<file path="src/rtl/assert_macros.svh">
// Assertion macros shared by the RTL files of the PID controller.
// Each macro expects signals named clk and arst_n in the including scope.
`ifndef ASSERT_MACROS_SVH
`define ASSERT_MACROS_SVH

// A property that must hold at every clock edge outside reset.
`define PCDC_ASSERT(lbl, prop, msg) \
	lbl: assert property (@(posedge clk) disable iff (!arst_n) prop) \
		else $error(msg);

// A condition that must be followed by another one in the next cycle.
`define PCDC_ASSERT_NEXT(lbl, pre, post, msg) \
	lbl: assert property (@(posedge clk) disable iff (!arst_n) (pre) |=> (post)) \
		else $error(msg);

`endif

</file>
<file path="src/rtl/pcdc_pkg.sv">
// Shared types and constants of the PID controller with deadzone and clamps.
// No dependencies; every RTL module imports this package.
package pcdc_pkg;

	// Sequencer states of the controller.
	typedef enum logic [3:0] {
		ST_IDLE,
		ST_PRE,
		ST_MUL_P,
		ST_MUL_S,
		ST_SUM,
		ST_MUL_IH,
		ST_MUL_IL,
		ST_MUL_D,
		ST_DIV_GO,
		ST_DIV_WAIT,
		ST_TOTAL,
		ST_FIN
	} pcdc_state_t;

	// Register indexes on the configuration port.
	localparam logic [2:0] REG_GAIN_PROP   = 3'd0;
	localparam logic [2:0] REG_GAIN_INTEG  = 3'd1;
	localparam logic [2:0] REG_GAIN_DERIV  = 3'd2;
	localparam logic [2:0] REG_DRIVE_LIM   = 3'd3;
	localparam logic [2:0] REG_INTEG_LIM   = 3'd4;
	localparam logic [2:0] REG_DEAD_BAND   = 3'd5;
	localparam logic [2:0] REG_RETARGET    = 3'd6;

	// Reset values of the limit registers (100.0 and about 0.01 in Q16.16).
	localparam logic [30:0] DRIVE_LIM_RST = 31'd6553600;
	localparam logic [30:0] INTEG_LIM_RST = 31'd6553600;
	localparam logic [30:0] RETARGET_RST  = 31'd655;

	// Divider geometry.
	localparam int DIVIDEND_W = 64;
	localparam int DIVISOR_W  = 16;

	// Status of the divider as seen by the sequencer.
	typedef struct packed {
		logic busy;
		logic done;
	} div_stat_t;

endpackage

</file>
<file path="src/rtl/pcdc_mul.sv">
// Shared 32x32 unsigned multiplier with a registered product.
// Depends on pcdc_pkg.
module pcdc_mul import pcdc_pkg::*; (
	input  logic        clk,
	input  logic [31:0] op_a,
	input  logic [31:0] op_b,
	output logic [63:0] prod_q
);

	always_ff @(posedge clk) begin
		prod_q <= 64'(op_a) * 64'(op_b);
	end

endmodule

</file>
<file path="config.mk">
export PLATFORM = sky130hd
export DESIGN_NAME = pcdc_mul
export DESIGN_NICKNAME = d
export VERILOG_FILES = /design/src/rtl/assert_macros.svh /design/src/rtl/pcdc_pkg.sv /design/src/rtl/pcdc_mul.sv
export SDC_FILE = /design/constraint.sdc
export NUM_CORES = 2
export LEC_CHECK = 0
export BUFFER_PORTS_ARGS = -buffer_cell sky130_fd_sc_hd__buf_2
export CORE_UTILIZATION = 38
export DETAILED_ROUTE_END_ITERATION = 10
export HOLD_SLACK_MARGIN = 0.05
export PLACE_DENSITY = 0.61
export SLEW_MARGIN = 20
export SYNTH_ARGS = -nofsm -noshare
export SYNTH_HDL_FRONTEND = slang
export SYNTH_SLANG_ARGS = --single-unit
</file>
<file path="constraint.sdc">
create_clock -name clk -period 19.81 [get_ports clk]
set_input_delay 2.9715 -clock clk [delete_from_list [all_inputs] [get_ports clk]]
set_output_delay 2.9715 -clock clk [all_outputs]
set_load 0.005 [all_outputs]
</file>
==> flow_summary.json <==
{
  "antenna_found_initial": 3,
  "achievable-frequency_mhz": 94.3,
  "setup_tns_ps": 0,
  "port-buffer-count": 128,
  "grtUsageTotal_pct": 20.5,
  "rsz0062_at_grt": "false",
  "synth_cell_types": 57,
  "synth_nets": 4972,
  "nFillCells": 9048,
  "vias": 24170,
  "fin_crit_sh_pct": 53.5,
  "nets": 4895,
  "async_flop_share_pct": 0,
  "crit_fanout": 32,
  "critPathCaptureType": "flip-flop",
  "io_pins": 129,
  "syn_area_sq_um": 34700,
  "layout-drive-gt1-share_pct": 4.46,
  "synth_top_area_share_pct": 51.7,
  "finalSetupViolations": 0,
  "reg_top3": "prod_q (64)",
  "core_area_sq_um": 90100,
  "die-area_sq_um": 92500,
  "overflow": 0,
  "tightest_slew_ps": 904,
  "largest_reg_flops": 64,
  "cts_buffer_depth": 2,
  "cts_buffers": 9,
  "synth.yosys.seq_area_share_pct": 3.69,
  "drt-total-wl_um": 91400,
  "netlist_instances": 3748,
  "drtIter0Drc": 1379,
  "place_congestion": 0.859,
  "worstSetupStartpointType": "input pin",
  "drt-wirelength-per-cell_um": 18.8,
  "dieWidth_um": 304,
  "drc_errors": 0,
  "required_ps": 20100,
  "status": "finished, final reports clean",
  "cts-root-buf": "clkbuf_16",
  "hold_viol": 0,
  "maxCapViolCount": 0,
  "clock-sinks": 64,
  "htreeDepth": 3,
  "post_cts_buffers": 0,
  "slew_headroom_pct": 39.7,
  "syn2layout_area_growth_pct": 4.64,
  "whs_path_depth": 2,
  "die_y_um": 304,
  "grt_pass1_vias": 26097,
  "hold_path_class": "in2reg",
  "start_util_pct": 38.5,
  "worst_ep_arrival_time_ps": 10890,
  "routed_via_density": 4.98,
  "critPathKind": "in2reg",
  "firstDrtPassIters": 5,
  "cts_resized": 0,
  "synth_edf_count": 0,
  "synth_area_per_cell_sq_um": 9.25,
  "synthTopCellsByArea": "fa_1 (52%), and2_1 (11%), ha_1 (9.5%)",
  "regMostFlops": "prod_q",
  "dp_hpwl_um": 75300,
  "maxSlewViolCount": 0,
  "grt_pass1_wl_um": 147000,
  "n_antenna_cell": 0,
  "synth_ff_type": "dfxtp_1",
  "clk_pin_slew_ps": 60,
  "synth_top_cell_by_area": "fa_1",
  "cts_tree": "done",
  "num_rows": 110,
  "grt_max_degree": 33,
  "layout_min_cycle_time_ps": 10610,
  "ys_ff_latch": 64,
  "ant_nets": 0,
  "synth_warnings": 0,
  "cts_hold_buf": 0
}
[Yosys cell counts (10+ instances only)]
cell type	count
fa_1	896
inv_1	865
and2_1	602
nand2_1	480
ha_1	263
clkbuf_1	213
dfxtp_1	64
a21oi_1	63
a21o_1	40
xnor2_1	35
xor2_1	25
nand4_1	23
o21ai_0	21
nor2_1	20
and3_1	14
a31oi_1	12
nand3_1	10
o21bai_1	10
[final cells by class]
| type | instances | area [sq um] | area share [%] |
|---|---|---|---|
| clock buffer | 11 | 243 | 0.669 |
| clock inverter | 5 | 56.3 | 0.155 |
| inverter | 865 | 3250 | 8.95 |
| multi-input combinational | 2599 | 29300 | 80.8 |
| sequential | 64 | 1280 | 3.53 |
| tap | 1176 | 1470 | 4.06 |
| timing repair buffer | 132 | 671 | 1.85 |
[cells in the final DEF (no fill, tap or decap), types with 4 or more instances in the layout]
master,netlist,routed
nand4_1,23,23
nor2_1,20,20
o21a_1,9,9
nand2_1,480,480
o21bai_1,10,10
o21ai_1,5,5
and2_1,602,602
inv_1,865,865
a21oi_1,63,63
nand3_1,10,10
xor2_1,25,25
and3_1,14,14
xnor2_1,35,35
o21ai_0,21,21
fa_1,896,896
a221o_1,4,4
a21o_1,40,40
buf_4,0,4
ha_1,263,263
buf_2,6,128
clkbuf_16,0,9
a31oi_1,12,12
dfxtp_1,64,64
nor3_1,7,7
[logic make-up after synthesis]
group                    share of synthesized area, %
AO/OA/AOI/OAI                                    4.15
buffers and inverters                            11.8
AND/OR/NAND/NOR                                  17.6
flip-flops                                       3.69
XOR/XNOR                                         1.52
adder cells (fa/ha/maj)                          61.2
multiplexers                                   0.0289
[routing by layer]
metal	routed length (um)	track usage (%)	vias to the layer above
met5	9	0	-
met1	34800	24.9	12737
met3	3770	1.93	127
li1	-	-	10671
met4	3010	6.22	2
met2	49800	38.2	633
[stage by stage]
step / worst slack [ps] / instance area, sq um / hold slack (ps) / utilization, % / cells
global placement: 9020 / 36000 / 3350 / 39.9 / 4836
CTS: 9290 / 36300 / 3230 / 40.2 / 4852
detailed placement: 8920 / 36000 / 3350 / 39.9 / 4836
finish: 9200 / 36300 / 3270 / 40.2 / 4852
floorplan: 10090 / 34700 / 3100 / - / 3748
global route: 8930 / 36300 / 3270 / 40.2 / 4852
[final timing paths]
| check | from | end | slack (ps) |
|---|---|---|---|
| min | op_a[0] | prod_q[0] | 3270 |
| max | op_b[8] | prod_q[62] | 9200 |
[critical path, cell delays in order]
cell and delay [ps]:
buf_2 510, nand2_1 170, fa_1 570, inv_1 50, fa_1 530, inv_1 50, fa_1 530, inv_1 50
fa_1 480, fa_1 590, fa_1 440, fa_1 530, inv_1 60, fa_1 470, inv_1 40, ha_1 410
nand4_1 230, or4_1 470, or3_1 350, a31oi_1 580, a31o_2 310, a211oi_1 110, o21ai_1 170, xor2_1 150
Power is left out: the tool's default activity adds up to more than one toggle a clock period on the data nets, which glitch-free logic cannot reach.
