[config.mk]
export PLATFORM = sky130hd
export DESIGN_NAME = pcdc_div
export DESIGN_NICKNAME = d
export VERILOG_FILES = /design/src/rtl/assert_macros.svh /design/src/rtl/pcdc_pkg.sv /design/src/rtl/pcdc_div.sv
export SDC_FILE = /design/constraint.sdc
export NUM_CORES = 1
export LEC_CHECK = 0
export BUFFER_PORTS_ARGS = -buffer_cell sky130_fd_sc_hd__clkbuf_2
export CORE_UTILIZATION = 58
export DETAILED_ROUTE_END_ITERATION = 6
export PLACE_DENSITY_LB_ADDON = 0.1
export SLEW_MARGIN = 20
export SYNTH_ARGS = -nofsm -noshare
export SYNTH_HDL_FRONTEND = slang
export SYNTH_SLANG_ARGS = --single-unit
[constraint.sdc]
create_clock -name clk -period 8.14 [get_ports clk]
set_input_delay 0.814 -clock clk [delete_from_list [all_inputs] [get_ports clk]]
set_output_delay 0.814 -clock clk [all_outputs]
set_load 0.03 [all_outputs]
[src/rtl/assert_macros.svh]
// Assertion macros shared by the RTL files of the PID controller.
// Each macro expects signals named clk and arst_n in the including scope.
`ifndef ASSERT_MACROS_SVH
`define ASSERT_MACROS_SVH

// A property that must hold at every clock edge outside reset.
`define PCDC_ASSERT(lbl, prop, msg) \
	lbl: assert property (@(posedge clk) disable iff (!arst_n) prop) \
		else $error(msg);

// A condition that must be followed by another one in the next cycle.
`define PCDC_ASSERT_NEXT(lbl, pre, post, msg) \
	lbl: assert property (@(posedge clk) disable iff (!arst_n) (pre) |=> (post)) \
		else $error(msg);

`endif

[src/rtl/pcdc_pkg.sv]
// Shared types and constants of the PID controller with deadzone and clamps.
// No dependencies; every RTL module imports this package.
package pcdc_pkg;

	// Sequencer states of the controller.
	typedef enum logic [3:0] {
		ST_IDLE,
		ST_PRE,
		ST_MUL_P,
		ST_MUL_S,
		ST_SUM,
		ST_MUL_IH,
		ST_MUL_IL,
		ST_MUL_D,
		ST_DIV_GO,
		ST_DIV_WAIT,
		ST_TOTAL,
		ST_FIN
	} pcdc_state_t;

	// Register indexes on the configuration port.
	localparam logic [2:0] REG_GAIN_PROP   = 3'd0;
	localparam logic [2:0] REG_GAIN_INTEG  = 3'd1;
	localparam logic [2:0] REG_GAIN_DERIV  = 3'd2;
	localparam logic [2:0] REG_DRIVE_LIM   = 3'd3;
	localparam logic [2:0] REG_INTEG_LIM   = 3'd4;
	localparam logic [2:0] REG_DEAD_BAND   = 3'd5;
	localparam logic [2:0] REG_RETARGET    = 3'd6;

	// Reset values of the limit registers (100.0 and about 0.01 in Q16.16).
	localparam logic [30:0] DRIVE_LIM_RST = 31'd6553600;
	localparam logic [30:0] INTEG_LIM_RST = 31'd6553600;
	localparam logic [30:0] RETARGET_RST  = 31'd655;

	// Divider geometry.
	localparam int DIVIDEND_W = 64;
	localparam int DIVISOR_W  = 16;

	// Status of the divider as seen by the sequencer.
	typedef struct packed {
		logic busy;
		logic done;
	} div_stat_t;

endpackage

[src/rtl/pcdc_div.sv]
// Restoring divider, 64-bit dividend by 16-bit divisor, two quotient bits a cycle.
// Depends on pcdc_pkg for widths and the status struct.
module pcdc_div import pcdc_pkg::*; (
	input  logic                  clk,
	input  logic                  arst_n,
	input  logic                  start,
	input  logic [DIVIDEND_W-1:0] dividend,
	input  logic [DIVISOR_W-1:0]  divisor,
	output logic [DIVIDEND_W-1:0] quot_q,
	output div_stat_t             stat
);

	localparam int STEPS = DIVIDEND_W / 2;
	localparam int CNT_W = $clog2(STEPS + 1);

	logic [DIVISOR_W-1:0]  dsr_q;
	logic [DIVISOR_W-1:0]  rem_q;
	logic [CNT_W-1:0]      cnt_q;
	logic                  busy_q;
	logic                  done_q;
	logic [DIVISOR_W-1:0]  rem_d;
	logic [DIVIDEND_W-1:0] quot_d;

	// Two dependent shift-compare-subtract steps on the 17-bit partial remainder.
	always_comb begin
		logic [DIVISOR_W:0] trial;
		rem_d  = rem_q;
		quot_d = quot_q;
		for (int k = 0; k < 2; k++) begin
			trial  = {rem_d, quot_d[DIVIDEND_W-1]};
			quot_d = {quot_d[DIVIDEND_W-2:0], 1'b0};
			if (trial >= {1'b0, dsr_q}) begin
				rem_d     = DIVISOR_W'(trial - {1'b0, dsr_q});
				quot_d[0] = 1'b1;
			end else begin
				rem_d = trial[DIVISOR_W-1:0];
			end
		end
	end

	always_ff @(posedge clk or negedge arst_n) begin
		if (!arst_n) begin
			busy_q <= 1'b0;
			done_q <= 1'b0;
			cnt_q  <= '0;
		end else if (start) begin
			busy_q <= 1'b1;
			done_q <= 1'b0;
			cnt_q  <= CNT_W'(STEPS);
		end else if (busy_q) begin
			cnt_q <= cnt_q - 1'b1;
			if (cnt_q == CNT_W'(1)) begin
				busy_q <= 1'b0;
				done_q <= 1'b1;
			end
		end else begin
			done_q <= 1'b0;
		end
	end

	always_ff @(posedge clk) begin
		if (start) begin
			quot_q <= dividend;
			rem_q  <= '0;
			dsr_q  <= divisor;
		end else if (busy_q) begin
			quot_q <= quot_d;
			rem_q  <= rem_d;
		end
	end

	assign stat.busy = busy_q;
	assign stat.done = done_q;

endmodule

==> results of run 1 <==
## layout make-up
class	count	area [um^2]	share of cell area [%]
Inverter	30	113	1.60
Clock inverter	7	65.1	0.926
Timing Repair Buffer	152	773	11.0
Sequential cell	104	2920	41.6
Clock buffer	9	124	1.76
Multi-Input combinational cell	347	2860	40.7
Tap cell	133	166	2.37
## path summary, 6_finish.rpt
path	from	endpoint	slack [ns]	depth (start not counted)
worst max-delay path	dsr_q[8]	rem_q[15]	2.85	17
worst min-delay path	arst_n	done_q	0.25	1
worst max register to register	dsr_q[8]	rem_q[15]	2.85	17
worst min register to register	rem_q[12]	rem_q[12]	0.48	2
max in group asynchronous	arst_n	cnt_q[3]	7.71	1
min in group clk	rem_q[12]	rem_q[12]	0.48	2
## state kept, by name (all words and copies together) (netlist names)
register,count
done_q,1
busy_q,1
rem_q,16
dsr_q,16
quot_q,64
cnt_q,6
## report_power, final
part	switching [mW]	leakage [nW]	internal, mW
logic	0.451	1.94	0.310
registers	0.0595	1.06	0.672
clock network	0.205	0.0905	0.117
## cells in the final DEF (no fill, tap or decap), types with 3 or more instances in the layout
cell	n
nand3_1	5
o21a_1	7
edfxtp_1	80
o21ai_1	9
o21ai_0	8
nor3_1	3
o21bai_1	4
a211o_1	3
a31oi_1	5
a21oi_1	31
nor2_1	31
nand4_1	3
and2_1	3
xnor2_1	18
clkbuf_2	147
a211oi_1	9
nand2_1	22
a21o_1	11
nor4_1	3
dfrtp_1	8
ha_1	34
buf_4	5
dfxtp_1	16
inv_1	29
mux2i_1	14
xor2_1	8
clkbuf_8	9
nand2b_1	4
mux2_2	70
## cell families (layout without fill, tap and decap cells)
| group | count (synthesis) | after routing | synth area share, % |
|---|---|---|---|
| and+or+nand+nor | 87 | 87 | 6.92 |
| buffers and inverters | 48 | 198 | 3.43 |
| adders and majority gates | 36 | 36 | 7.77 |
| muxes | 84 | 84 | 15.5 |
| xor gates and xnor gates | 26 | 26 | 3.80 |
| DFF | 104 | 104 | 48.8 |
| AOI/OAI and AO/OA | 114 | 114 | 13.8 |
## per-layer routing
| metal | track usage (%) | part of all wire, % |
|---|---|---|
| met1 | 31.4 | 41 |
| met5 | 0 | 0 |
| met2 | 44.4 | 49 |
| met3 | 10.3 | 8.2 |
| met4 | 10.4 | 2.3 |
## worst max-delay path, stage by stage, from the launching register on
cell and delay [ns]:
edfxtp_1 0.34, inv_1 0.07, ha_1 0.39, o21ai_1 0.12, a22oi_1 0.23, o31ai_2 0.14, a21oi_2 0.59, buf_4 0.34
mux2_2 0.37, ha_1 0.38, o21a_1 0.15, o31a_1 0.24, o21bai_1 0.14, a31oi_1 0.28, a31oi_1 0.21, o211ai_4 0.71
nor2_1 0.16, a211o_1 0.32
==> flow_metrics.py, run 1 <==
metrics = {
    "floorplanning": {
        "initial_core_util_pct": 60.4,
        "core_area_um2": 9910,
        "die_x_um": 104,
        "rows": 36,
        "dieArea_um2": 10700,
        "die_y_um": 104,
        "pin_count": 149,
    },
    "pwr": {
        "totalPowerFinal_mw": 1.81,
        "irDropWorstVdd_mv": 0.186,
        "total_leakage_power_nw": 3.09,
        "powerDensity_nw_per_um2": 258,
    },
    "clock_network": {
        "htree_levels": 3,
        "cts_resized": 0,
        "clk_pin_slew_ns": 0.11,
        "clock_path_buffers": 2,
        "post_cts_buffers": 0,
        "insertion_delay_ns": 0.39,
        "cts_tree": "built",
        "cts-root-buf": "clkbuf_8",
        "hold_buffers": 0,
        "cts_buffers": 9,
        "clkSinkCount": 104,
    },
    "sta": {
        "relSlewSlack_pct": 36.3,
        "setup_ws_ns": 2.85,
        "period_share_pct": 65.0,
        "worst_pin_slew_ns": 0.952,
        "slew_violations": 0,
        "hold_viol": 0,
        "rsz0062_at_grt": "false",
        "hold_ws_ns": 0.250,
        "fin_crit_ns": 5.29,
        "fin_skew_ns": 0.00997,
        "fin_tns_setup_ns": 0,
        "setup_violations": 0,
        "fmax_mhz": 189,
    },
    "layout": {
        "fill_cells": 769,
        "layoutNonFillerInstCount": 782,
        "finalInstanceArea_um2": 7020,
        "nets": 763,
        "diodes": 0,
        "area_delta_synth_final_pct": 17.3,
        "layout-drive-gt1-share_pct": 39.0,
        "utilization_pct": 70.9,
    },
    "synthesis": {
        "seq_area_frac_synth_pct": 48.8,
        "netlist.area_leader.share_pct": 40.1,
        "synth-edff-count": 80,
        "synth_top_cells_by_count": "80 x edfxtp_1, 70 x mux2_2, 34 x ha_1, 31 x a21oi_1, 31 x nor2_1",
        "synth_nets": 618,
        "async_flop_share_pct": 7.69,
        "ys.flop_type": "edfxtp_1",
        "yosys_warnings": 0,
        "syn_area_per_cell_um2": 12.0,
        "yosysMostFrequentCell": "edfxtp_1",
        "synth_area_leader_cell": "edfxtp_1",
        "syn_area_um2": 5990,
        "synth_cells": 499,
        "ys_types": 64,
        "ys_ff_latch": 104,
        "yosys-top-cells-area": "edfxtp_1 40%, mux2_2 13%, ha_1 7.1%, dfxtp_1 5.3%, dfrtp_1 3.3%",
    },
    "global_route": {
        "grtUsageTotal_pct": 26.8,
        "grt_pass1_wl_um": 22400,
        "grt_max_degree": 51,
        "antenna_found_initial": 0,
        "grt_overflow": 0,
        "grt_pass1_vias": 4491,
    },
    "route": {
        "num_vias": 4483,
        "drt_iter0_drc": 230,
        "wl_per_cell_um": 17.9,
        "drt-total-wl_um": 14000,
        "ant_nets": 0,
        "vias_per_cell": 5.73,
        "drc_errors": 0,
        "drt_pass1_iterations": 5,
    },
    "placed_design": {
        "post-place-ws_ns": 2.97,
        "portBuffers": 148,
        "dpl_cell_area_um2": 6840,
        "place_congestion": 0.970,
        "place_inst": 766,
        "dp_hpwl_um": 10300,
    },
    "critical_path": {
        "critPathArrivalTime_ns": 5.59,
        "criticalPathCategory": "flip-flop to flip-flop",
        "critPathRequiredTime_ns": 8.43,
        "crit_fanout": 17,
        "start_kind": "flip-flop",
        "cp-end-kind": "flip-flop",
    },
    "outcome": {
        "status": "completed",
    },
    "min_path": {
        "holdCritPathClass": "input pin to async pin",
    },
    "run": {
        "maxCapViolCount": 0,
    },
}
Power figures use the tool's default switching activity.
==> run 2: changes to the inputs <==
Settings changed: CORE_UTILIZATION 58 to 49.
Clock period 8.14 ns to 4.7 ns, I/O delays scaled along.
==> flow_metrics.py, run 2 (same netlist as run 1, synthesis figures left out) <==
metrics = {
    "sta": {
        "fin_crit_ns": 4.45,
        "rsz0062_at_grt": "false",
        "fmax_mhz": 225,
        "relSlewSlack_pct": 39.7,
        "fin_tns_setup_ns": 0,
        "period_share_pct": 94.7,
        "fin_skew_ns": 0.00848,
        "worst_pin_slew_ns": 0.902,
        "hold_viol": 0,
        "slew_violations": 0,
        "setup_violations": 0,
        "setup_ws_ns": 0.247,
    },
    "layout": {
        "most-common-layout-cells": "147 x clkbuf_2, 80 x edfxtp_1, 70 x mux2_2",
        "fill_cells": 938,
        "finalInstanceArea_um2": 7340,
        "top_register": "quot_q",
        "nets": 778,
        "largest_reg_flops": 64,
        "layout-drive-gt1-share_pct": 41.3,
        "ff_latch_area_um2": 2920,
        "area_delta_synth_final_pct": 22.6,
        "layoutNonFillerInstCount": 812,
        "final_common_cell": "clkbuf_2",
        "multiInputGateArea_um2": 2920,
        "top_regs": "quot_q: 64 flops, dsr_q: 16 flops, rem_q: 16 flops",
    },
    "global_route": {
        "grt_max_degree": 62,
        "grt_pass1_wl_um": 23300,
        "grtUsageTotal_pct": 23.9,
        "antenna_found_initial": 1,
        "grt_overflow": 0,
        "grt_pass1_vias": 4612,
    },
    "floorplanning": {
        "initial_core_util_pct": 50.1,
        "core_area_um2": 12000,
        "rows": 40,
        "pin_count": 149,
        "die_x_um": 113,
        "die_y_um": 113,
        "dieArea_um2": 12700,
    },
    "route": {
        "vias_per_cell": 5.60,
        "wl_per_cell_um": 17.7,
        "ant_nets": 0,
        "drt_pass1_iterations": 7,
        "num_vias": 4551,
        "drt_iter0_drc": 243,
        "drt-total-wl_um": 14400,
        "drc_errors": 0,
    },
    "critical_path": {
        "start_kind": "flip-flop",
        "cpMaxStageDelayCell": "edfxtp_1",
        "criticalPathCategory": "flip-flop to flip-flop",
        "crit_chain": "inv_1 -> ha_1 -> inv_1 -> fa_1 -> a21o_1 -> a221oi_2 -> buf_4 -> o21ai_1 -> a31oi_1 -> buf_4 -> nand3_1 -> a31oi_2 -> ha_1 -> nand2_1 -> nor4_1 -> a41oi_1 -> o21a_4 -> o211ai_4 -> buf_4 -> mux2_2",
        "cp-end-kind": "flip-flop",
        "path_common_cell": "buf_4",
        "critPathMaxStageDelay_ns": 0.42,
        "crit_fanout": 5,
        "critPathRequiredTime_ns": 4.81,
        "critPathArrivalTime_ns": 4.56,
    },
    "placed_design": {
        "dp_hpwl_um": 10700,
        "portBuffers": 148,
        "place_congestion": 0.922,
        "dpl_cell_area_um2": 6980,
        "place_inst": 793,
        "post-place-ws_ns": 0.128,
    },
    "min_path": {
        "holdCritPathClass": "input pin to flip-flop",
    },
    "clock_network": {
        "cts-root-buf": "clkbuf_16",
        "clk_pin_slew_ns": 0.08,
        "clkSinkCount": 104,
        "clock_path_buffers": 2,
        "cts_tree": "built",
        "insertion_delay_ns": 0.36,
        "htree_levels": 3,
        "cts_buffers": 9,
    },
    "outcome": {
        "status": "completed",
    },
    "pwr": {
        "irDropWorstVdd_mv": 0.328,
        "totalPowerFinal_mw": 3.43,
        "total_leakage_power_nw": 3.22,
        "powerDensity_nw_per_um2": 467,
    },
    "run": {
        "maxCapViolCount": 0,
    },
}
[run 2: cell types whose count changed in the layout (fill, tap and decap cells not counted), moves of 2 or more]
| cell | previous run | this run |
|---|---|---|
| a31oi_2 | 0 | 3 |
| a31oi_1 | 5 | 2 |
| clkbuf_8 | 9 | 0 |
| buf_12 | 0 | 2 |
| clkbuf_16 | 0 | 9 |
| buf_4 | 5 | 17 |
[run 2: layer usage]
layer / global-route usage (%) / routed length, um / vias to the layer above
met3: 8.10 / 1160 / 22
met2: 39.9 / 6900 / 172
met5: 0 / 0 / -
met1: 29.2 / 6110 / 2170
met4: 7.02 / 233 / 0
li1: - / - / 2187
[run 2: through the flow]
stage               hold slack, ns  utilization [%]
finish                       0.285             61.4
global route                 0.262             61.4
CTS                          0.272             60.8
detailed placement           0.328             58.3
global placement             0.323             58.3
floorplan                    0.174                -
[run 2: worst paths after layout]
kind                             start   endpoint  slack, ns  cells after the start
setup / recovery            quot_q[63]  quot_q[0]       0.25                     20
hold / removal             divisor[11]  dsr_q[11]       0.29                      1
setup reg to reg            quot_q[63]  quot_q[0]       0.25                     20
hold reg to reg               rem_q[1]   rem_q[1]       0.48                      2
max in group asynchronous       arst_n   cnt_q[2]       4.04                      2
min in group asynchronous       arst_n   cnt_q[1]       0.49                      2
[run 2: area by class of cell]
cell class / instances / area share, %
clock buffers: 9 / 3.07
multi-input cells: 347 / 39.8
diodes: 1 / 0.0341
repair buffers: 167 / 12.4
clock inverters: 7 / 0.869
well taps: 147 / 2.50
flip-flops and latches: 104 / 39.8
inverters: 30 / 1.53
[run 2: critical path: cells and delay by family, from the launching register on]
family,cells,cell delay (ns)
simple gates,3,0.23
flops,1,0.42
buf+inv,5,0.67
fa+ha+maj,3,0.90
compound gates,8,1.73
mux,1,0.25
[run 2: timing repair]
item,4_1_cts,5_1_grt
endpoints found under the hold margin,8,0
setup endpoints to repair,0,17
hold buffers,1,0
setup buffers,0,1
resized for setup,0,10
[run 2: where the power goes]
group / switching, mW / leakage (nW) / internal [mW]
clock: 0.373 / 0.135 / 0.370
sequential: 0.103 / 1.06 / 1.17
combinational: 0.811 / 2.02 / 0.609
